<file path="config.mk">
export PLATFORM = sky130hd
export DESIGN_NAME = move_to_distance_speed_profiler_unit
export DESIGN_NICKNAME = d
export VERILOG_FILES = /design/src/hw/rtl/mtdsp_pkg.sv /design/src/hw/rtl/mtdsp_div.sv /design/src/hw/rtl/move_to_distance_speed_profiler_unit.sv
export VERILOG_INCLUDE_DIRS = /design/src /design/src/hw/rtl
export SDC_FILE = /design/constraint.sdc
export NUM_CORES = 1
export LEC_CHECK = 0
export BUFFER_PORTS_ARGS = -buffer_cell sky130_fd_sc_hd__buf_2
export CAP_MARGIN = 20
export CORE_MARGIN = 5
export CORE_UTILIZATION = 35
export DETAILED_ROUTE_END_ITERATION = 10
export GPL_TIMING_DRIVEN = 0
export PLACE_DENSITY_LB_ADDON = 0.08
export SYNTH_ARGS = -nofsm -noshare
export SYNTH_HDL_FRONTEND = slang
export SYNTH_SLANG_ARGS = --single-unit
</file>
<file path="constraint.sdc">
create_clock -name clk_i -period 8.7 [get_ports clk_i]
set_clock_uncertainty 0.05 [all_clocks]
set_input_delay 0.87 -clock clk_i [delete_from_list [all_inputs] [get_ports clk_i]]
set_output_delay 0.87 -clock clk_i [all_outputs]
set_load 0.02 [all_outputs]
</file>
<file path="src/hw/rtl/move_to_distance_speed_profiler_unit_macros.svh">
// Assertion macros for the move-to-distance speed profiler.
// Included by the RTL files that carry concurrent assertions.
`ifndef MOVE_TO_DISTANCE_SPEED_PROFILER_UNIT_MACROS_SVH
`define MOVE_TO_DISTANCE_SPEED_PROFILER_UNIT_MACROS_SVH

// Check a property on every rising clock edge outside reset.
`define MTDSP_ASSERT(name, clk, rst_n, prop) \
  name: assert property (@(posedge clk) disable iff (!(rst_n)) (prop)) \
    else $error("mtdsp assertion failed");

// Check that a condition implies a consequence in the same cycle.
`define MTDSP_ASSERT_IMP(name, clk, rst_n, ante, cons) \
  name: assert property (@(posedge clk) disable iff (!(rst_n)) (ante) |-> (cons)) \
    else $error("mtdsp implication failed");

// Check that a condition implies a consequence in the next cycle.
`define MTDSP_ASSERT_NXT(name, clk, rst_n, ante, cons) \
  name: assert property (@(posedge clk) disable iff (!(rst_n)) (ante) |=> (cons)) \
    else $error("mtdsp next-cycle implication failed");

`endif

</file>
<file path="src/hw/rtl/mtdsp_pkg.sv">
// Shared types, codes and constants of the move-to-distance speed profiler.
// No dependencies; used by mtdsp_div and the top level.
package mtdsp_pkg;

  localparam int unsigned MAX_RUN_TICKS_DEF = 100;
  localparam int unsigned BRAKE_TICKS_DEF   = 20;

  localparam int unsigned POS_W   = 16;
  localparam int unsigned REL_W   = 17;
  localparam int unsigned DIST_W  = 18;
  localparam int unsigned PROD_W  = 23;
  localparam int unsigned CHK_W   = 24;
  localparam int unsigned NUM_W   = 28;
  localparam int unsigned DIVN_W  = NUM_W - 1;
  localparam int unsigned TGT_W   = 15;
  localparam int unsigned SPD_W   = 10;
  localparam int unsigned LA_W    = 4;
  localparam int unsigned RUN_W   = 7;
  localparam int unsigned BRAKE_W = 5;
  localparam int unsigned STEP_W  = 4;
  localparam int unsigned CFG_IDX_W = 2;
  localparam int unsigned CFG_DAT_W = 15;

  localparam logic [TGT_W-1:0] TARGET_RST   = TGT_W'(1000);
  localparam logic [SPD_W-1:0] SPEED_RST    = SPD_W'(300);
  localparam logic [LA_W-1:0]  LA_FWD_RST   = LA_W'(8);
  localparam logic [LA_W-1:0]  LA_REV_RST   = LA_W'(8);

  localparam logic [SPD_W-1:0] SPEED_SLOW_FWD = SPD_W'(100);
  localparam logic [SPD_W-1:0] SPEED_SLOW_REV = SPD_W'(50);
  localparam logic [SPD_W-1:0] SPEED_FLOOR    = SPD_W'(99);
  localparam logic [SPD_W-1:0] SPEED_MAX      = SPD_W'(1023);
  localparam logic [POS_W-1:0] REPORT_OFFSET  = POS_W'(5000);

  typedef enum logic [1:0] {
    REQ_NONE  = 2'd0,
    REQ_FWD   = 2'd1,
    REQ_REV   = 2'd2,
    REQ_ABORT = 2'd3
  } req_e;

  typedef enum logic [1:0] {
    MODE_NONE  = 2'd0,
    MODE_FWD   = 2'd1,
    MODE_REV   = 2'd2,
    MODE_BRAKE = 2'd3
  } mode_e;

  typedef enum logic [CFG_IDX_W-1:0] {
    CFG_TARGET = 2'd0,
    CFG_SPEED  = 2'd1,
    CFG_LA_FWD = 2'd2,
    CFG_LA_REV = 2'd3
  } cfg_idx_e;

  typedef enum logic [1:0] {
    PH_IDLE  = 2'd0,
    PH_RUN   = 2'd1,
    PH_BRAKE = 2'd2
  } phase_e;

  typedef enum logic [2:0] {
    SQ_IDLE = 3'd0,
    SQ_PREP = 3'd1,
    SQ_MUL  = 3'd2,
    SQ_CHK  = 3'd3,
    SQ_DIV  = 3'd4,
    SQ_DONE = 3'd5
  } seq_e;

  typedef struct packed {
    req_e                    request;
    logic signed [POS_W-1:0] encoder_position;
  } in_item_t;

  typedef struct packed {
    mode_e             drive_mode;
    logic [SPD_W-1:0]  drive_speed;
    logic [POS_W-1:0]  position_report;
  } out_item_t;

  typedef struct packed {
    logic done;
    logic sat;
  } div_stat_t;

endpackage

</file>
<file path="src/hw/rtl/mtdsp_div.sv">
// Iterative restoring divider for the speed quotient, one subtract a cycle.
// Flags quotients of 1024 and above as saturated. Depends on mtdsp_pkg.
module mtdsp_div (
  input  logic                            clk_i,
  input  logic                            rst_ni,
  input  logic                            start_i,
  input  logic [mtdsp_pkg::DIVN_W-1:0]    num_i,
  input  logic [mtdsp_pkg::TGT_W-1:0]     den_i,
  output mtdsp_pkg::div_stat_t            stat_o,
  output logic [mtdsp_pkg::SPD_W-1:0]     quot_o
);
  import mtdsp_pkg::*;

  localparam logic [STEP_W-1:0] StepTop = STEP_W'(SPD_W);

  logic                busy_q, busy_d;
  logic                done_q, done_d;
  logic                sat_q, sat_d;
  logic [STEP_W-1:0]   step_q, step_d;
  logic [DIVN_W-1:0]   rem_q, rem_d;
  logic [TGT_W-1:0]    den_q, den_d;
  logic [SPD_W-1:0]    quot_q, quot_d;
  logic [DIVN_W-1:0]   shifted;
  logic [DIVN_W:0]     diff;
  logic                ge;

  assign shifted = {{(DIVN_W-TGT_W){1'b0}}, den_q} << step_q;
  assign diff    = {1'b0, rem_q} - {1'b0, shifted};
  assign ge      = !diff[DIVN_W];

  always_comb begin
    busy_d = busy_q;
    done_d = 1'b0;
    sat_d  = sat_q;
    step_d = step_q;
    rem_d  = rem_q;
    den_d  = den_q;
    quot_d = quot_q;
    if (start_i) begin
      busy_d = 1'b1;
      sat_d  = 1'b0;
      step_d = StepTop;
      rem_d  = num_i;
      den_d  = den_i;
      quot_d = '0;
    end else if (busy_q) begin
      if (step_q == StepTop) begin
        if (ge) begin
          sat_d  = 1'b1;
          busy_d = 1'b0;
          done_d = 1'b1;
        end else begin
          step_d = step_q - STEP_W'(1);
        end
      end else begin
        quot_d = {quot_q[SPD_W-2:0], ge};
        if (ge) begin
          rem_d = diff[DIVN_W-1:0];
        end
        if (step_q == '0) begin
          busy_d = 1'b0;
          done_d = 1'b1;
        end else begin
          step_d = step_q - STEP_W'(1);
        end
      end
    end
  end

  always_ff @(posedge clk_i or negedge rst_ni) begin
    if (!rst_ni) begin
      busy_q <= 1'b0;
      done_q <= 1'b0;
    end else begin
      busy_q <= busy_d;
      done_q <= done_d;
    end
  end

  always_ff @(posedge clk_i) begin
    sat_q  <= sat_d;
    step_q <= step_d;
    rem_q  <= rem_d;
    den_q  <= den_d;
    quot_q <= quot_d;
  end

  assign stat_o.done = done_q;
  assign stat_o.sat  = sat_q;
  assign quot_o      = quot_q;

endmodule

</file>
<file path="src/hw/rtl/move_to_distance_speed_profiler_unit.sv">
// Idle, brake and abort ticks pass through PREP and DONE; a run tick that needs no division
// also passes MUL and CHK, and one that divides adds DIV, where it waits for the divider.
// One transaction at a time: the next is taken the cycle after the result is registered;
// the 11-step divider sets the longest transaction. Input is stalled while busy.
// Reset clears configuration to defaults, the profile to idle and the output valid flag.
module move_to_distance_speed_profiler_unit #(
  parameter int unsigned MaxRunTicks = mtdsp_pkg::MAX_RUN_TICKS_DEF,
  parameter int unsigned BrakeTicks  = mtdsp_pkg::BRAKE_TICKS_DEF
) (
  input  logic                               clk_i,
  input  logic                               rst_ni,
  input  logic                               in_valid_i,
  output logic                               in_stall_o,
  input  mtdsp_pkg::in_item_t                in_data_i,
  output logic                               out_valid_o,
  input  logic                               out_stall_i,
  output mtdsp_pkg::out_item_t               out_data_o,
  input  logic                               cfg_valid_i,
  output logic                               cfg_ready_o,
  input  logic [mtdsp_pkg::CFG_IDX_W-1:0]    cfg_index_i,
  input  logic [mtdsp_pkg::CFG_DAT_W-1:0]    cfg_data_i
);
  import mtdsp_pkg::*;

`include "move_to_distance_speed_profiler_unit_macros.svh"

  localparam logic [RUN_W-1:0]   RunLoad   = RUN_W'(MaxRunTicks);
  localparam logic [BRAKE_W-1:0] BrakeLoad = BRAKE_W'(BrakeTicks - 1);

  logic [TGT_W-1:0] target_q;
  logic [SPD_W-1:0] speed_q;
  logic [LA_W-1:0]  la_fwd_q;
  logic [LA_W-1:0]  la_rev_q;

  seq_e                     state_q, state_d;
  phase_e                   phase_q, phase_d;
  logic                     rev_q, rev_d;
  logic [POS_W-1:0]         base_q, base_d;
  logic signed [REL_W-1:0]  prev_q, prev_d;
  logic [RUN_W-1:0]         run_q, run_d;
  logic [BRAKE_W-1:0]       brake_q, brake_d;
  logic                     out_valid_q, out_valid_d;

  in_item_t                 item_q, item_d;
  out_item_t                res_q, res_d;
  out_item_t                out_q, out_d;
  logic signed [DIST_W-1:0] dist_q, dist_d;
  logic signed [DIST_W-1:0] travel_q, travel_d;
  logic signed [PROD_W-1:0] prod_q, prod_d;
  logic signed [NUM_W-1:0]  num_q, num_d;

  logic                     in_acc;
  logic                     out_free;
  logic                     is_start;
  logic                     is_abort;
  req_e                     own_req;
  logic                     rev_n;
  logic [POS_W-1:0]         raw;
  logic [POS_W-1:0]         base_n;
  logic signed [REL_W-1:0]  prev_n;
  logic signed [REL_W-1:0]  rel;
  logic signed [DIST_W-1:0] rel_x;
  logic signed [DIST_W-1:0] prev_x;
  logic signed [DIST_W-1:0] tgt_x;
  logic [LA_W-1:0]          la_sel;
  logic signed [PROD_W-1:0] la_ext;
  logic signed [PROD_W-1:0] travel_ext;
  logic signed [NUM_W-1:0]  spd_ext;
  logic signed [NUM_W-1:0]  dist_ext;
  logic signed [CHK_W-1:0]  margin;
  logic                     go;
  logic                     num_pos;
  logic [BRAKE_W-1:0]       brake_dec;
  logic [SPD_W-1:0]         slow_speed;
  logic                     div_start;
  div_stat_t                div_stat;
  logic [SPD_W-1:0]         div_quot;

  assign in_stall_o  = (state_q != SQ_IDLE);
  assign in_acc      = in_valid_i && !in_stall_o;
  assign out_free    = !out_valid_q || !out_stall_i;
  assign cfg_ready_o = 1'b1;
  assign out_valid_o = out_valid_q;
  assign out_data_o  = out_q;

  always_ff @(posedge clk_i or negedge rst_ni) begin
    if (!rst_ni) begin
      target_q <= TARGET_RST;
      speed_q  <= SPEED_RST;
      la_fwd_q <= LA_FWD_RST;
      la_rev_q <= LA_REV_RST;
    end else if (cfg_valid_i && cfg_ready_o) begin
      unique case (cfg_idx_e'(cfg_index_i))
        CFG_TARGET: target_q <= cfg_data_i[TGT_W-1:0];
        CFG_SPEED:  speed_q  <= cfg_data_i[SPD_W-1:0];
        CFG_LA_FWD: la_fwd_q <= cfg_data_i[LA_W-1:0];
        CFG_LA_REV: la_rev_q <= cfg_data_i[LA_W-1:0];
        default: ;
      endcase
    end
  end

  // Tick decode and relative position
  always_comb begin
    raw      = item_q.encoder_position;
    is_start = (phase_q == PH_IDLE) &&
               ((item_q.request == REQ_FWD) || (item_q.request == REQ_REV));
    own_req  = rev_q ? REQ_REV : REQ_FWD;
    is_abort = (phase_q == PH_RUN) && (item_q.request != REQ_NONE) &&
               (item_q.request != own_req);
    rev_n    = is_start ? (item_q.request == REQ_REV) : rev_q;
    base_n   = is_start ? raw : base_q;
    prev_n   = is_start ? '0 : prev_q;
    rel      = $signed({raw[POS_W-1], raw}) - $signed({base_n[POS_W-1], base_n});
    rel_x    = {rel[REL_W-1], rel};
    prev_x   = {prev_n[REL_W-1], prev_n};
    tgt_x    = $signed({{(DIST_W-TGT_W){1'b0}}, target_q});
    la_sel   = rev_q ? la_rev_q : la_fwd_q;
    la_ext   = $signed({{(PROD_W-LA_W){1'b0}}, la_sel});
    travel_ext = {{(PROD_W-DIST_W){travel_q[DIST_W-1]}}, travel_q};
    spd_ext  = $signed({{(NUM_W-SPD_W){1'b0}}, speed_q});
    dist_ext = {{(NUM_W-DIST_W){dist_q[DIST_W-1]}}, dist_q};
    margin   = {{(CHK_W-DIST_W){dist_q[DIST_W-1]}}, dist_q} -
               {{(CHK_W-PROD_W){prod_q[PROD_W-1]}}, prod_q};
    go       = !margin[CHK_W-1] && (margin != '0);
    num_pos  = !num_q[NUM_W-1] && (num_q != '0);
    brake_dec  = brake_q - BRAKE_W'(brake_q != '0);
    slow_speed = rev_q ? SPEED_SLOW_REV : SPEED_SLOW_FWD;
  end

  always_comb begin
    state_d     = state_q;
    phase_d     = phase_q;
    rev_d       = rev_q;
    base_d      = base_q;
    prev_d      = prev_q;
    run_d       = run_q;
    brake_d     = brake_q;
    item_d      = item_q;
    res_d       = res_q;
    dist_d      = dist_q;
    travel_d    = travel_q;
    prod_d      = prod_q;
    num_d       = num_q;
    out_valid_d = out_valid_q && out_stall_i;
    out_d       = out_q;
    div_start   = 1'b0;

    unique case (state_q)
      SQ_IDLE: begin
        if (in_acc) begin
          item_d  = in_data_i;
          state_d = SQ_PREP;
        end
      end
      SQ_PREP: begin
        rev_d  = rev_n;
        base_d = base_n;
        res_d.position_report = REPORT_OFFSET + raw - base_n;
        res_d.drive_speed     = '0;
        dist_d   = rev_n ? (tgt_x + rel_x) : (tgt_x - rel_x);
        travel_d = rev_n ? (prev_x - rel_x) : (rel_x - prev_x);
        state_d  = SQ_DONE;
        if (is_abort) begin
          res_d.drive_mode = MODE_BRAKE;
          brake_d = BrakeLoad;
          phase_d = (BrakeLoad == '0) ? PH_IDLE : PH_BRAKE;
        end else if (is_start || (phase_q == PH_RUN)) begin
          phase_d = PH_RUN;
          prev_d  = rel;
          if (is_start) begin
            run_d = RunLoad;
          end
          state_d = SQ_MUL;
        end else if (phase_q == PH_BRAKE) begin
          res_d.drive_mode = MODE_BRAKE;
          brake_d = brake_dec;
          if (brake_dec == '0) begin
            phase_d = PH_IDLE;
          end
        end else begin
          res_d.drive_mode = MODE_NONE;
        end
      end
      SQ_MUL: begin
        prod_d  = la_ext * travel_ext;
        num_d   = spd_ext * dist_ext;
        state_d = SQ_CHK;
      end
      SQ_CHK: begin
        state_d = SQ_DONE;
        if (go && (run_q != '0)) begin
          run_d = run_q - RUN_W'(1);
          res_d.drive_mode = rev_q ? MODE_REV : MODE_FWD;
          if (!num_pos) begin
            res_d.drive_speed = slow_speed;
          end else if (target_q == '0) begin
            res_d.drive_speed = SPEED_MAX;
          end else begin
            div_start = 1'b1;
            state_d   = SQ_DIV;
          end
        end else begin
          res_d.drive_mode = MODE_BRAKE;
          brake_d = BrakeLoad;
          phase_d = (BrakeLoad == '0) ? PH_IDLE : PH_BRAKE;
        end
      end
      SQ_DIV: begin
        if (div_stat.done) begin
          if (div_stat.sat) begin
            res_d.drive_speed = SPEED_MAX;
          end else if (div_quot <= SPEED_FLOOR) begin
            res_d.drive_speed = slow_speed;
          end else begin
            res_d.drive_speed = div_quot;
          end
          state_d = SQ_DONE;
        end
      end
      SQ_DONE: begin
        if (out_free) begin
          out_d       = res_q;
          out_valid_d = 1'b1;
          state_d     = SQ_IDLE;
        end
      end
      default: state_d = SQ_IDLE;
    endcase
  end

  always_ff @(posedge clk_i or negedge rst_ni) begin
    if (!rst_ni) begin
      state_q     <= SQ_IDLE;
      phase_q     <= PH_IDLE;
      rev_q       <= 1'b0;
      base_q      <= '0;
      prev_q      <= '0;
      run_q       <= '0;
      brake_q     <= '0;
      out_valid_q <= 1'b0;
    end else begin
      state_q     <= state_d;
      phase_q     <= phase_d;
      rev_q       <= rev_d;
      base_q      <= base_d;
      prev_q      <= prev_d;
      run_q       <= run_d;
      brake_q     <= brake_d;
      out_valid_q <= out_valid_d;
    end
  end

  always_ff @(posedge clk_i) begin
    item_q   <= item_d;
    res_q    <= res_d;
    out_q    <= out_d;
    dist_q   <= dist_d;
    travel_q <= travel_d;
    prod_q   <= prod_d;
    num_q    <= num_d;
  end

  mtdsp_div u_div (
    .clk_i  (clk_i),
    .rst_ni (rst_ni),
    .start_i(div_start),
    .num_i  (num_q[DIVN_W-1:0]),
    .den_i  (target_q),
    .stat_o (div_stat),
    .quot_o (div_quot)
  );

  `MTDSP_ASSERT_IMP(a_div_done_in_div, clk_i, rst_ni, div_stat.done, state_q == SQ_DIV)
  `MTDSP_ASSERT_IMP(a_brake_count_live, clk_i, rst_ni, phase_q == PH_BRAKE, brake_q != '0)
  `MTDSP_ASSERT_IMP(a_drive_has_speed, clk_i, rst_ni, out_valid_q && (out_q.drive_mode == MODE_FWD || out_q.drive_mode == MODE_REV), out_q.drive_speed >= SPEED_SLOW_REV)
  `MTDSP_ASSERT_IMP(a_stop_zero_speed, clk_i, rst_ni, out_valid_q && (out_q.drive_mode == MODE_BRAKE || out_q.drive_mode == MODE_NONE), out_q.drive_speed == '0)
  `MTDSP_ASSERT_NXT(a_accept_to_prep, clk_i, rst_ni, in_acc, state_q == SQ_PREP)

endmodule

</file>
Yosys cells after proc, flatten, opt, wreduce, memory -nomap -nowiden

Index checks and enable logic that the tools add are counted.

Flip-flop bits (word level): 305
Input bits: 40
Output and inout bits: 31
Logic and storage cells: 198

Add/subtract/negate cells: 12
Multipliers: 2
Order comparisons: 1
Equality and inequality tests: 31
Shifts and indexed selects: 1
Multiplexer cells: 68
Bitwise operators: 3
Reductions and logical operators: 49

Operators with widths:

| operator                                                        | number |
|---|---|
| 27-bit two-way mux                                              | 4 |
| 10-bit two-way mux                                              | 6 |
| 18-bit two-way mux                                              | 2 |
| 17-bit by 17-bit subtractor with 18-bit output                  | 2 |
| 7-bit two-way mux                                               | 5 |
| 10-bit case mux with 3 select lines                             | 1 |
| 11-bit by 18-bit multiplier with 28-bit output                  | 1 |
| 28-bit nonzero test                                             | 1 |
| 27-bit by 27-bit subtractor with 28-bit output                  | 1 |
| 15-bit by 4-bit << shifter with 27-bit output                   | 1 |
| 24-bit nonzero test                                             | 1 |
| 18-bit by 23-bit subtractor with 24-bit output                  | 1 |
| 5-bit by 18-bit multiplier with 23-bit output                   | 1 |
| 1-bit two-way mux                                               | 20 |
| 2-bit two-way mux                                               | 10 |
| 5-bit two-way mux                                               | 4 |
| 16-bit by 17-bit adder with 18-bit output                       | 1 |
| 2-bit inequality test, second input constant                    | 9 |
| 3-bit case mux with 6 select lines                              | 1 |
| 16-bit by 17-bit subtractor with 18-bit output                  | 1 |
| 17-bit two-way mux                                              | 1 |
| 16-bit by 16-bit subtractor with 17-bit output                  | 1 |
| 13-bit by 16-bit adder with 16-bit output, first input constant | 1 |
| 16-bit two-way mux                                              | 1 |
| other kinds (37)                                                | 90 |

Depth between registers and ports, before layout

Gate-level depths: netlist of the first run.

Depth in word-level cells: 8
Gate-level depth with buffers: 29
Mapped depth without buffers: 27

Modules after synthesis

A second synthesis of the first run with hierarchy kept.

Cell total of the unflattened synthesis: 2986
Area, all modules: 28372.2 sq um

By module, submodules not included:

| module                               | instances | cells each | area an instance (sq um) | seq. area each (sq um) |
|---|---|---|---|---|
| move_to_distance_speed_profiler_unit | 1         | 2507       | 24060.6                  | 6976.7 |
| mtdsp_div                            | 1         | 479        | 4311.6                   | 1611.5 |

Least setup slack after synthesis of the first run

No wires, ideal clock.

Kind: register to register
From: register speed_q[2]
To: register num_q[24] (data pin)
Setup time: 258 ps
Arrival time: 6023 ps
Data required time: 8392 ps
Setup slack: 2369 ps
Stages on the path, launching flop included: 21
Buffers on the path: 2
Period minus slack after synthesis: 6331 ps
Path through: dfstp_2 -> clkbuf_1 -> clkbuf_1 -> nand2_1 -> fa_1 -> fa_1 -> fa_1 -> fa_1 -> fa_1 -> inv_1 -> ha_1 -> a2111oi_0 -> o21ai_0 -> a41oi_1 -> o21ai_0 -> o41ai_1 -> o2111ai_1 -> a21oi_1 -> o21bai_1 -> a21oi_1 -> xnor2_1

Longest elaborated chain between the ends: 1

Ends and longest elaborated chain:

| item                                           | line                                        | text |
|---|---|---|
| from (decl)                                    | move_to_distance_speed_profiler_unit.sv:31  | `logic [SPD_W-1:0] speed_q;` |
| from (signal assigned)                         | move_to_distance_speed_profiler_unit.sv:95  | `CFG_SPEED: speed_q <= cfg_data_i[SPD_W-1:0];` |
| 11-bit by 18-bit multiplier with 28-bit output | move_to_distance_speed_profiler_unit.sv:187 | `num_d = spd_ext * dist_ext;` |
| to (signal assigned)                           | move_to_distance_speed_profiler_unit.sv:261 | `num_q <= num_d;` |
| to (decl)                                      | move_to_distance_speed_profiler_unit.sv:50  | `logic signed [NUM_W-1:0] num_q, num_d;` |

Every way passes these cells.
A chain may end at the register's enable or synchronous reset.

Worst setup path in the final report of the first run

From: register item_q[17] (netlist bit)
To: register dist_q[16] (data pin)

Longest elaborated chain between the ends: 7
Elaborated cells on any way between the ends: 10
Classes of those cells: add/sub (3); eq/ne (2); mux (3); reduce/logical (2)

Ends and longest elaborated chain:

| item                                                                                                        | line                                        | text |
|---|---|---|
| from (decl)                                                                                                 | move_to_distance_speed_profiler_unit.sv:44  | `in_item_t item_q, item_d;` |
| from (signal assigned)                                                                                      | move_to_distance_speed_profiler_unit.sv:255 | `item_q <= item_d;` |
| 2-bit by 1-bit == test with 1-bit output or 2-bit == test (tied branches)                                   | move_to_distance_speed_profiler_unit.sv:107 | `((item_q.request == REQ_FWD) \|\| (item_q.request == REQ_REV));` |
| 1-bit logical OR (*)                                                                                        | move_to_distance_speed_profiler_unit.sv:107 |  |
| 1-bit logical AND (*)                                                                                       | move_to_distance_speed_profiler_unit.sv:106 | `is_start = (phase_q == PH_IDLE) &&` |
| 16-bit two-way mux (*)                                                                                      | move_to_distance_speed_profiler_unit.sv:112 | `base_n = is_start ? raw : base_q;` |
| named net base_n[1]                                                                                         | move_to_distance_speed_profiler_unit.sv:59  | `logic [POS_W-1:0] base_n;` |
| 16-bit by 16-bit subtractor with 17-bit output (*)                                                          | move_to_distance_speed_profiler_unit.sv:114 | `rel = $signed({raw[POS_W-1], raw}) - $signed({base_n[POS_W-1], base_n});` |
| 16-bit by 17-bit subtractor with 18-bit output or 16-bit by 17-bit adder with 18-bit output (tied branches) | move_to_distance_speed_profiler_unit.sv:161 | `dist_d = rev_n ? (tgt_x + rel_x) : (tgt_x - rel_x);` |
| 18-bit two-way mux (*)                                                                                      | move_to_distance_speed_profiler_unit.sv:161 |  |
| to (signal assigned)                                                                                        | move_to_distance_speed_profiler_unit.sv:258 | `dist_q <= dist_d;` |
| to (decl)                                                                                                   | move_to_distance_speed_profiler_unit.sv:47  | `logic signed [DIST_W-1:0] dist_q, dist_d;` |

The timed path passes the listed nets; every way through them passes the cells marked *.

==> impl_results.md, run 1 <==
- MaxCap Viol Count: 0
- Chip width: 294.4 µm
- Post-synth cell types: 105
- WS Path Type: reg -> reg
- WL/cell: approximately 19 µm
- Largest family of logic cells by synthesized area: adder cells
- Htree depth: 2
- Sequential-to-total area share from yosys stat: 30.33%
- Minimum clock period after layout: 7.940 ns
- #FFs+latches synth: 305
- WP data arrival: 8.20 ns
- Setup crit end kind: register
- Fmax: approximately 0.13 GHz
- Mux contribution to synthesized area: 4.162%
- Post-CTS Hold Buffers: 0
- Ports: a little over 70
- Vias: 21414
- Synth top cells by count: 430 x inv_1, 310 x nand2_1, 251 x ha_1, 210 x fa_1, 203 x edfxtp_1
- Post-Synthesis Cells: 2971
- Synthesized Nets: 3472
- Drt drc: 0
- Fraction of registers with async set/reset: approximately 29%
- Cts repair resizes: 0
- Post-CTS setup buffers: 0
- IO Port Bufs: 69
- Num CTS Buffers: between 40 and 50
- Skew-Pair Late Insertion Delay: just under 0.6 ns
- Final nets: 3600
- Max Root-Sink Buffers: 3
- GRT Total Usage: 18.79%
- EDFF count, synth: 203
- Post-synth top area cell: edfxtp_1
- Hold crit path type: in -> async
- Post-Synth Simple-Gate Area: 15.30%
- Vias per cell: 5.107
- ANT nets after route: 0
- Vias in the first global route: 22195
- CTS tree: built
- GP Congestion: about 0.84
- Final Setup Violations: 0
- Row Count: 104
- DRT Pass-1 Iters: 6
- Core area: 80420 µm²
- CP peak stage delay: approximately 0.76 ns
- Initial Util: 35.21%
- Status: finished, final reports clean
- Synth Cell Area: 28320 µm²
- Synth Flop Type: edfxtp_1
- Max-slew headroom: approximately 29%
- Worst-path maximum fanout: 10
- Die ar.: 86690 µm²
- DR iter-0 viols: 1217
- Worst Path Required: ~9 ns
- Critical Path Slowest Stage Cell: fa_1
- Layout overhead on the synthesized area: 11.96%
- Nature of the critical path startpoint: register
- Synth warn: 0
- First-pass GRT wire length: 128400 µm
- Pin count of the biggest net entering global routing: 62
- Synth Area in Adders: 25.94%
- Synth Area in XOR/XNOR: between 4 and 5%
- Clock Sinks: approximately 310
- Final period util: 91.27%
- Final TNS setup: 0 ns
- Slew Viols, Final: 0
- Gr ovfl total: 0
- Initial antenna violation count: 5
- Post-synth top area share: between 20% and 30%
- RSZ-0062 raised after global routing: false
- Die height: between 200 and 300 µm
- Cell mode on critical path: ha_1
- HPWL Detailed: 65590 µm
- Delay-heaviest family, CP: compound AO/OA/AOI/OAI gates
- Synth Area in Compound Gates: 12.78%
- Mean Syn Cell Area: roughly 9.5 µm²
- Buf+Inv Stages, Crit Path: 4
- Slew @ Worst Pin: approximately 1.1 ns
- Area contributors post-synth: edfxtp_1 22%, fa_1 15%, ha_1 11%
- Hold violation count in the final report: 0
- Filler Cells Inserted: roughly 8000
- Total wire length: 81670 µm
- Share of cells above drive strength 1: a little under 9%
- Most common cell in the synthesized netlist: inv_1
- Clock Pin Slew Worst Setup and Hold Paths: about 0.060 ns
- Root buffer cell: clkbuf_16
[worst register-to-register path, cell delays in order, from the launching register on]
cell and delay [ns]:
edfxtp_1 0.37, inv_1 0.08, ha_1 0.31, nor3b_2 0.31
buf_4 0.30, buf_1 0.68, mux2i_1 0.35, inv_1 0.09
fa_1 0.76, ha_1 0.30, nand2_1 0.08, a21oi_1 0.31
a21boi_0 0.26, o2111ai_1 0.22, nand2_1 0.16, xnor2_1 0.21
ha_1 0.36, and2_1 0.19, o21ai_0 0.14, o31ai_1 0.11
o41ai_1 0.65, o211ai_1 0.22, nor2_1 0.31, nor2_1 0.10
o211a_1 0.23, or3_1 0.37, xnor2_1 0.14
[per-layer routing]
| layer | up-vias | track usage (%) | wire length [µm] |
|---|---|---|---|
| met5 | - | 0 | 13 |
| met4 | 2 | 4.483 | 1957 |
| met3 | 100 | 2.306 | 3141 |
| met2 | 415 | 32.61 | 39490 |
| met1 | 10583 | 25.15 | 37070 |
| li1 | 10314 | - | - |
[state kept, by name (all words and copies together), names as in the netlist, 3 cells and up]
name / count
num_q: 28
out_data_o: 28
res_q: 28
u_div.rem_q: 27
prod_q: 23
dist_q: 18
travel_q: 18
prev_q: 17
base_q: 16
raw: 16
target_q: 15
u_div.den_q: 15
speed_q: 10
u_div.quot_o: 10
run_q: 7
brake_q: 5
la_fwd_q: 4
la_rev_q: 4
u_div.step_q: 4
state_q: 3
[cell families after synthesis]
logic type,after synthesis
other,1
adder cells (fa/ha/maj),461
AO/OA/AOI/OAI,552
multiplexers,105
flip-flops,305
XOR/XNOR,138
buffers and inverters,533
AND/OR/NAND/NOR,876
[stage by stage]
stage | setup WS [ns] | util (%) | cells | hold slack, ns | cell area (µm²)
after floorplan | 2.369 | - | 2971 | 0.3503 | 28320
after global placement | 0.3872 | 37.29 | 4100 | 0.3588 | 29990
after detailed placement | 0.6971 | 37.57 | 4113 | 0.3545 | 30210
after CTS | 0.6794 | 39.40 | 4189 | 0.3033 | 31690
after global routing | 0.1441 | 39.42 | 4191 | 0.3419 | 31700
final | 0.7596 | 39.42 | 4193 | 0.2933 | 31700
[final timing paths]
path / start / to / slack (ns) / depth (start not counted)
max: item_q[17]$_DFFE_PP_ / dist_q[16]$_DFFE_PP_ / 0.76 / 26
min: rst_ni / target_q[10]$_DFFE_PN0P_ / 0.29 / 1
max reg2reg: item_q[17]$_DFFE_PP_ / dist_q[16]$_DFFE_PP_ / 0.76 / 26
min reg2reg: res_q[16]$_DFFE_PP_ / out_data_o[16]$_DFFE_PP_ / 0.37 / 0
max in group asynchronous: rst_ni / speed_q[8]$_DFFE_PN1P_ / 7.52 / 2
min in group clk_i: res_q[16]$_DFFE_PP_ / out_data_o[16]$_DFFE_PP_ / 0.37 / 0
[final cells by class]
cell class / instances / area, µm² / share of cell area (%)
well taps: 1060 / 1326 / 4.183
repair buffers: 84 / 545.5 / 1.721
multi-input cells: 2133 / 17720 / 55.90
clock inverters: 27 / 332.8 / 1.050
inverters: 432 / 1624 / 5.123
plain buffers: 101 / 420.4 / 1.326
flip-flops and latches: 305 / 8588 / 27.09
clock buffers: 49 / 1140 / 3.595
diodes: 2 / 5.005 / 0.01579
[layout by cell type, fill, tap and decap left out, types with 12 or more instances in the layout]
cell type	instances
and2_1	101
dfxtp_1	15
dfstp_2	12
a31oi_1	15
xor2_1	48
inv_1	430
fa_1	210
nor2b_1	75
o21ai_0	145
clkbuf_16	44
a211oi_1	19
or2_2	12
nand2_1	310
o21bai_1	22
xnor2_1	90
ha_1	251
nor2_1	158
and3_1	14
nand3_1	39
a21o_1	45
edfxtp_1	203
nor4_1	15
dfrtp_1	75
or3_1	12
mux2i_1	57
nand2b_1	32
mux2_2	41
buf_2	77
nand4_1	19
o21a_1	23
o31ai_1	12
clkbuf_1	83
nor3_1	38
a21oi_1	138
Power of run 1 is not shown: default switching activity piles up to over one toggle a cycle in this logic, so the estimate is an artifact.
==> inputs of run 2 (changes only) <==
--- a/config.mk
+++ b/config.mk
@@ -8,8 +8,10 @@
 export LEC_CHECK = 0
 export BUFFER_PORTS_ARGS = -buffer_cell sky130_fd_sc_hd__buf_2
 export CAP_MARGIN = 20
+export CELL_PAD_IN_SITES_DETAIL_PLACEMENT = 0
+export CELL_PAD_IN_SITES_GLOBAL_PLACEMENT = 2
 export CORE_MARGIN = 5
-export CORE_UTILIZATION = 35
+export CORE_UTILIZATION = 29
 export DETAILED_ROUTE_END_ITERATION = 10
 export GPL_TIMING_DRIVEN = 0
 export PLACE_DENSITY_LB_ADDON = 0.08
==> run 2 against run 1 <==
Against the previous run: via count decreased by 2.4%; core utilization fell by 6.7 points; global-route usage fell by 2.6 points; cell area about the same; largest cell class unchanged; highest routed layer is now met4.
==> impl_results.md, run 2 (synthesis gave the netlist of run 1 again) <==
- Core area: 96850 µm² (was 80420 µm²)
- Commonest non-fill, non-tap cell in the layout: inv_1 (unchanged)
- RSZ-0062 raised after global routing: false (unchanged)
- Worst-path maximum fanout: 10 (unchanged)
- Minimum clock period after layout: 7.951 ns (was 7.940 ns)
- Gr ovfl total: 0 (unchanged)
- CP startpoint: speed_q[2]$_DFFE_PN1P_ (was item_q[17]$_DFFE_PP_)
- Slew @ Worst Pin: 1.045 ns (was 1.061 ns)
- Root buffer cell: clkbuf_16 (unchanged)
- Worst hold margin: 0.3041 ns (was 0.2933 ns)
- Drt drc: 0 (unchanged)
- Final nets: 3593 (was 3600)
- Status: finished, final reports clean (unchanged)
- Nature of the critical path startpoint: register (unchanged)
- Max Root-Sink Buffers: 3 (unchanged)
- Clock Sinks: 305 (unchanged)
- Cts repair resizes: 0 (unchanged)
- Final period util: 91.39% (was 91.27%)
- Row Count: 114 (was 104)
- Final WS setup: 0.7488 ns (was 0.7596 ns)
- MaxCap Viol Count: 0 (unchanged)
- Vias per cell: 4.752 (was 5.107)
- WP data arrival: 8.22 ns (was 8.20 ns)
- RR Endpoint: num_q[26]$_DFFE_PP_ (was dist_q[16]$_DFFE_PP_)
- ANT nets after route: 0 (unchanged)
- Chip width: 322.5 µm (was 294.4 µm)
- Post-CTS Hold Buffers: 0 (unchanged)
- Final Setup Violations: 0 (unchanged)
- Ports: 71 (unchanged)
- Reg2Reg Depth: 19 (was 26)
- Hold crit path type: in -> async (unchanged)
- Pin count of the biggest net entering global routing: 62 (unchanged)
- Htree depth: 2 (unchanged)
- First-pass GRT wire length: 131800 µm (was 128400 µm)
- Skew-Pair Late Insertion Delay: 0.57 ns (was 0.59 ns)
- Setup crit end kind: register (unchanged)
- Share of cells above drive strength 1: 8.419% (was 8.847%)
- Hold violation count in the final report: 0 (unchanged)
- Worst Path Required: 8.96 ns (about the same)
- Post-CTS setup buffers: 0 (unchanged)
- Fmax: 0.1258 GHz (was 0.1259 GHz)
- CTS tree: built (unchanged)
- Layout overhead on the synthesized area: 11.94% (was 11.96%)
- Die ar.: 104000 µm² (was 86690 µm²)
- DRT Pass-1 Iters: 6 (unchanged)
- HPWL Detailed: 68730 µm (was 65590 µm)
- Die height: 322.5 µm (was 294.4 µm)
- Num CTS Buffers: 40 (was 42)
- Max-slew headroom: 30.35% (was 29.10%)
- End of the critical path: num_q[26]$_DFFE_PP_ (was dist_q[16]$_DFFE_PP_)
- Place WS: 0.5353 ns (was 0.6971 ns)
- Diodes inserted: 0 (was 2)
- GP Congestion: 0.7934 (was 0.8427)
- WL/cell: 18.97 µm (was 19.48 µm)
- Most frequent cells in the layout: 430 x inv_1, 310 x nand2_1, 251 x ha_1, 210 x fa_1, 203 x edfxtp_1 (unchanged)
- DR iter-0 viols: 1015 (was 1217)
- GRT Total Usage: 16.23% (was 18.79%)
- Total wire length: 83480 µm (was 81670 µm)
- Reg-to-reg critical path startpoint: speed_q[2]$_DFFE_PN1P_ (was item_q[17]$_DFFE_PP_)
- Clock Pin Slew Worst Setup and Hold Paths: 0.05 ns (was 0.06 ns)
- Vias in the first global route: 22263 (was 22195)
- Flop-to-flop setup slack: 0.75 ns (was 0.76 ns)
- WS Path Type: reg -> reg (unchanged)
- Vias: 20909 (was 21414)
- Initial antenna violation count: 5 (unchanged)
- Initial Util: 29.24% (was 35.21%)
- IO Port Bufs: 69 (unchanged)
- Slew Viols, Final: 0 (unchanged)
==> run 2: cell types whose count changed in the layout (fill, tap and decap cells not counted), sizes merged <==
cell    delta
clkbuf     +4
buf        -4
clkinv     -3
diode      -2
bufinv     -5
inv        +1
==> run 2: worst min-delay path by stage <==
stage | startpoint | slack [ns] | cells after the start | to
after global placement | res_q[15]$_DFFE_PP_ | 0.35 | 0 | out_data_o[15]$_DFFE_PP_
after floorplan | res_q[0]$_DFFE_PP_ | 0.35 | 0 | out_data_o[0]$_DFFE_PP_
after detailed placement | res_q[17]$_DFFE_PP_ | 0.35 | 0 | out_data_o[17]$_DFFE_PP_
after global routing | rst_ni | 0.34 | 1 | la_fwd_q[2]$_DFFE_PN0P_
final | rst_ni | 0.30 | 1 | la_fwd_q[2]$_DFFE_PN0P_
after CTS | rst_ni | 0.29 | 1 | prev_q[14]$_DFFE_PN0P_
==> run 2: final cells by class <==
type                            count  area, µm²
Buffer                            101      420.4
Clock buffer                       54       1095
Clock inverter                     20      158.9
Fill cell                       10026      65150
Inverter                          432       1624
Multi-Input combinational cell   2133      17720
Sequential cell                   305       8588
Tap cell                         1276       1597
Timing Repair Buffer               79      493.0
==> run 2: through the flow <==
step / utilization [%] / TNS [ns] / cells / instance area, µm²
floorplan: - / 0 / 2971 / 28320
global placement: 31.24 / -9.142 / 4316 / 30260
detailed placement: 31.43 / 0 / 4326 / 30440
CTS: 32.73 / 0 / 4400 / 31700
global route: 32.73 / 0 / 4400 / 31700
finish: 32.73 / 0 / 4400 / 31700
==> run 2: worst max-delay path, cell delays in order (launching register included) <==
cell	delay (ns)
dfstp_2	0.51
clkbuf_1	0.47
clkbuf_1	0.50
nand2_1	0.16
fa_1	0.54
fa_1	0.45
fa_1	0.48
fa_1	0.51
fa_1	0.49
inv_1	0.04
ha_1	0.32
a2111oi_0	0.40
o21ai_0	0.24
a41oi_1	0.43
o21ai_0	0.25
o41ai_1	0.65
o2111ai_1	0.26
a21oi_1	0.34
o21ai_0	0.19
xor2_1	0.41
==> run 2: metal layers <==
metal  track usage, %  vias to the layer above  wire length [µm]
li1                 -                    10297                 -
met1            21.89                    10244             39540
met2            27.27                      265             38880
met3            1.945                      103              2233
met4            5.330                        0              2823
met5                0                        -                 0
Power of run 2 is left out for the same reason.
==> inputs of run 3 (changes only) <==
--- a/config.mk
+++ b/config.mk
@@ -12,9 +12,11 @@
 export CELL_PAD_IN_SITES_GLOBAL_PLACEMENT = 2
 export CORE_MARGIN = 5
 export CORE_UTILIZATION = 29
+export CTS_BUF_LIST = sky130_fd_sc_hd__clkbuf_16
 export DETAILED_ROUTE_END_ITERATION = 10
 export GPL_TIMING_DRIVEN = 0
 export PLACE_DENSITY_LB_ADDON = 0.08
+export SKIP_CTS_REPAIR_TIMING = 1
 export SYNTH_ARGS = -nofsm -noshare
 export SYNTH_HDL_FRONTEND = slang
 export SYNTH_SLANG_ARGS = --single-unit
==> run 3 against run 2 <==
Against the previous run: critical path type unchanged; sequential share of layout area is essentially flat; core utilization about the same; first-iteration DRC count rose by 5.5%; largest cell class unchanged; hold slack better by 0.0016 ns.
==> impl_results.md, run 3 (synthesis gave the netlist of run 1 again) <==
- Final WS setup: 0.7342 ns (was 0.7488 ns)
- Hold crit path type: in -> async (unchanged)
- Gr ovfl total: 0 (unchanged)
- Worst Path Required: 8.97 ns (was 8.96 ns)
- Slew Viols, Final: 0 (unchanged)
- Cell mode on critical path: fa_1 (unchanged)
- WS Path Type: reg -> reg (unchanged)
- Vias per cell: 4.750 (was 4.752)
- Place WS: 0.5353 ns (unchanged)
- Fmax: 0.1255 GHz (was 0.1258 GHz)
- Commonest non-fill, non-tap cell in the layout: inv_1 (unchanged)
- Chip width: 322.5 µm (unchanged)
- Finished Cell Area: 31680 µm² (was 31700 µm²)
- GP Congestion: 0.7934 (unchanged)
- Die height: 322.5 µm (unchanged)
- Initial antenna violation count: 5 (unchanged)
- Final TNS setup: 0 ns (unchanged)
- Setup crit end kind: register (unchanged)
- Layout overhead on the synthesized area: 11.88% (was 11.94%)
- CTS tree: built (unchanged)
- HPWL Detailed: 68730 µm (unchanged)
- Skew-Pair Late Insertion Delay: 0.58 ns (was 0.57 ns)
- Minimum clock period after layout: 7.966 ns (was 7.951 ns)
- Critical Path Slowest Stage Cell: o41ai_1 (unchanged)
- Max Root-Sink Buffers: 3 (unchanged)
- Vias: 20905 (was 20909)
- WL/cell: 18.96 µm (was 18.97 µm)
- First-pass GRT wire length: 131800 µm (about the same)
- Share of cells above drive strength 1: 8.355% (was 8.419%)
- DRT Pass-1 Iters: 6 (unchanged)
- Root buffer cell: clkbuf_16 (unchanged)
- Nature of the critical path startpoint: register (unchanged)
- MaxCap Viol Count: 0 (unchanged)
- Status: finished, final reports clean (unchanged)
- Slew @ Worst Pin: 1.035 ns (was 1.045 ns)
- Hold violation count in the final report: 0 (unchanged)
- ANT nets after route: 0 (unchanged)
- Row Count: 114 (unchanged)
- Final Instance Count excl. Fillers: 4401 (was 4400)
- WP data arrival: 8.24 ns (was 8.22 ns)
- Ports: 71 (unchanged)
- Core area: 96850 µm² (unchanged)
- Vias in the first global route: 22264 (was 22263)
- Crit path cell chain: clkbuf_1 > clkbuf_1 > nand2_1 > fa_1 > fa_1 > fa_1 > fa_1 > fa_1 > inv_1 > ha_1 > a2111oi_0 > o21ai_0 > a41oi_1 > o21ai_0 > o41ai_1 > o2111ai_1 > a21oi_1 > o21ai_0 > xor2_1 (unchanged)
- Clock Sinks: 305 (unchanged)
- GRT Total Usage: 16.24% (was 16.23%)
- Drt drc: 0 (unchanged)
- Final nets: 3593 (unchanged)
- Pin count of the biggest net entering global routing: 62 (unchanged)
- Most frequent cells in the layout: 441 x inv_1, 310 x nand2_1, 251 x ha_1, 210 x fa_1, 203 x edfxtp_1 (was 430 x inv_1, 310 x nand2_1, 251 x ha_1, 210 x fa_1, 203 x edfxtp_1)
- Htree depth: 2 (unchanged)
- IO Port Bufs: 69 (unchanged)
- RSZ-0062 raised after global routing: false (unchanged)
- Clock Pin Slew Worst Setup and Hold Paths: 0.05 ns (about the same)
- Total wire length: 83460 µm (was 83480 µm)
- Placed insts: 4326 (unchanged)
- Die ar.: 104000 µm² (unchanged)
- Worst-path maximum fanout: 10 (unchanged)
- DP Area: 30440 µm² (unchanged)
- Max-slew headroom: 31.02% (was 30.35%)
- DR iter-0 viols: 1071 (was 1015)
- Final Setup Violations: 0 (unchanged)
- Final period util: 91.56% (was 91.39%)
- Num CTS Buffers: 40 (unchanged)
- Initial Util: 29.24% (unchanged)
- CP peak stage delay: 0.65 ns (about the same)
run 3: cell count changes in the layout (fill, tap and decap cells not counted):
cell / change
clkinv_1: +2
diode_2: +1
inv_1: +11
clkbuf_1: -11
clkbuf_8: -2
run 3: final timing paths:
| path | from | depth (start not counted) | slack (ns) | end |
|---|---|---|---|---|
| worst max-delay path | speed_q[2]$_DFFE_PN1P_ | 19 | 0.73 | num_q[26]$_DFFE_PP_ |
| worst min-delay path | rst_ni | 1 | 0.31 | la_fwd_q[2]$_DFFE_PN0P_ |
| worst max register to register | speed_q[2]$_DFFE_PN1P_ | 19 | 0.73 | num_q[26]$_DFFE_PP_ |
| worst min register to register | res_q[17]$_DFFE_PP_ | 0 | 0.36 | out_data_o[17]$_DFFE_PP_ |
| max in group asynchronous | rst_ni | 2 | 7.53 | target_q[8]$_DFFE_PN1P_ |
| min in group clk_i | res_q[17]$_DFFE_PP_ | 0 | 0.36 | out_data_o[17]$_DFFE_PP_ |
run 3: critical path: cells and delay by family (launching register included):
kind | cells | cell delay (ns)
flip-flops | 1 | 0.51
XOR/XNOR | 1 | 0.41
adder cells (fa/ha/maj) | 6 | 2.79
AO/OA/AOI/OAI | 8 | 2.79
buffers and inverters | 3 | 1.01
AND/OR/NAND/NOR | 1 | 0.16
run 3: cell type report:
class / count / area (µm²)
inverters: 432 / 1624
clock inverters: 33 / 207.7
fillers: 10023 / 65170
clock buffers: 41 / 1026
multi-input cells: 2133 / 17720
diodes: 1 / 2.502
plain buffers: 101 / 420.4
well taps: 1276 / 1597
flip-flops and latches: 305 / 8588
repair buffers: 79 / 493.0
run 3: routing by layer:
metal | share of wire, % | track usage (%)
met5 | 0 | 0
met4 | 3.4 | 5.408
met1 | 47 | 21.88
met2 | 46 | 27.22
met3 | 2.8 | 1.989
run 3: stage by stage:
stage / utilization [%] / hold slack (ns)
2_1_floorplan: - / 0.3503
3_3_place_gp: 31.24 / 0.3540
3_5_place_dp: 31.43 / 0.3545
4_1_cts: 32.71 / 0.2851
5_1_grt: 32.71 / 0.3356
6_report: 32.71 / 0.3058
Power of run 3 is left out for the same reason.
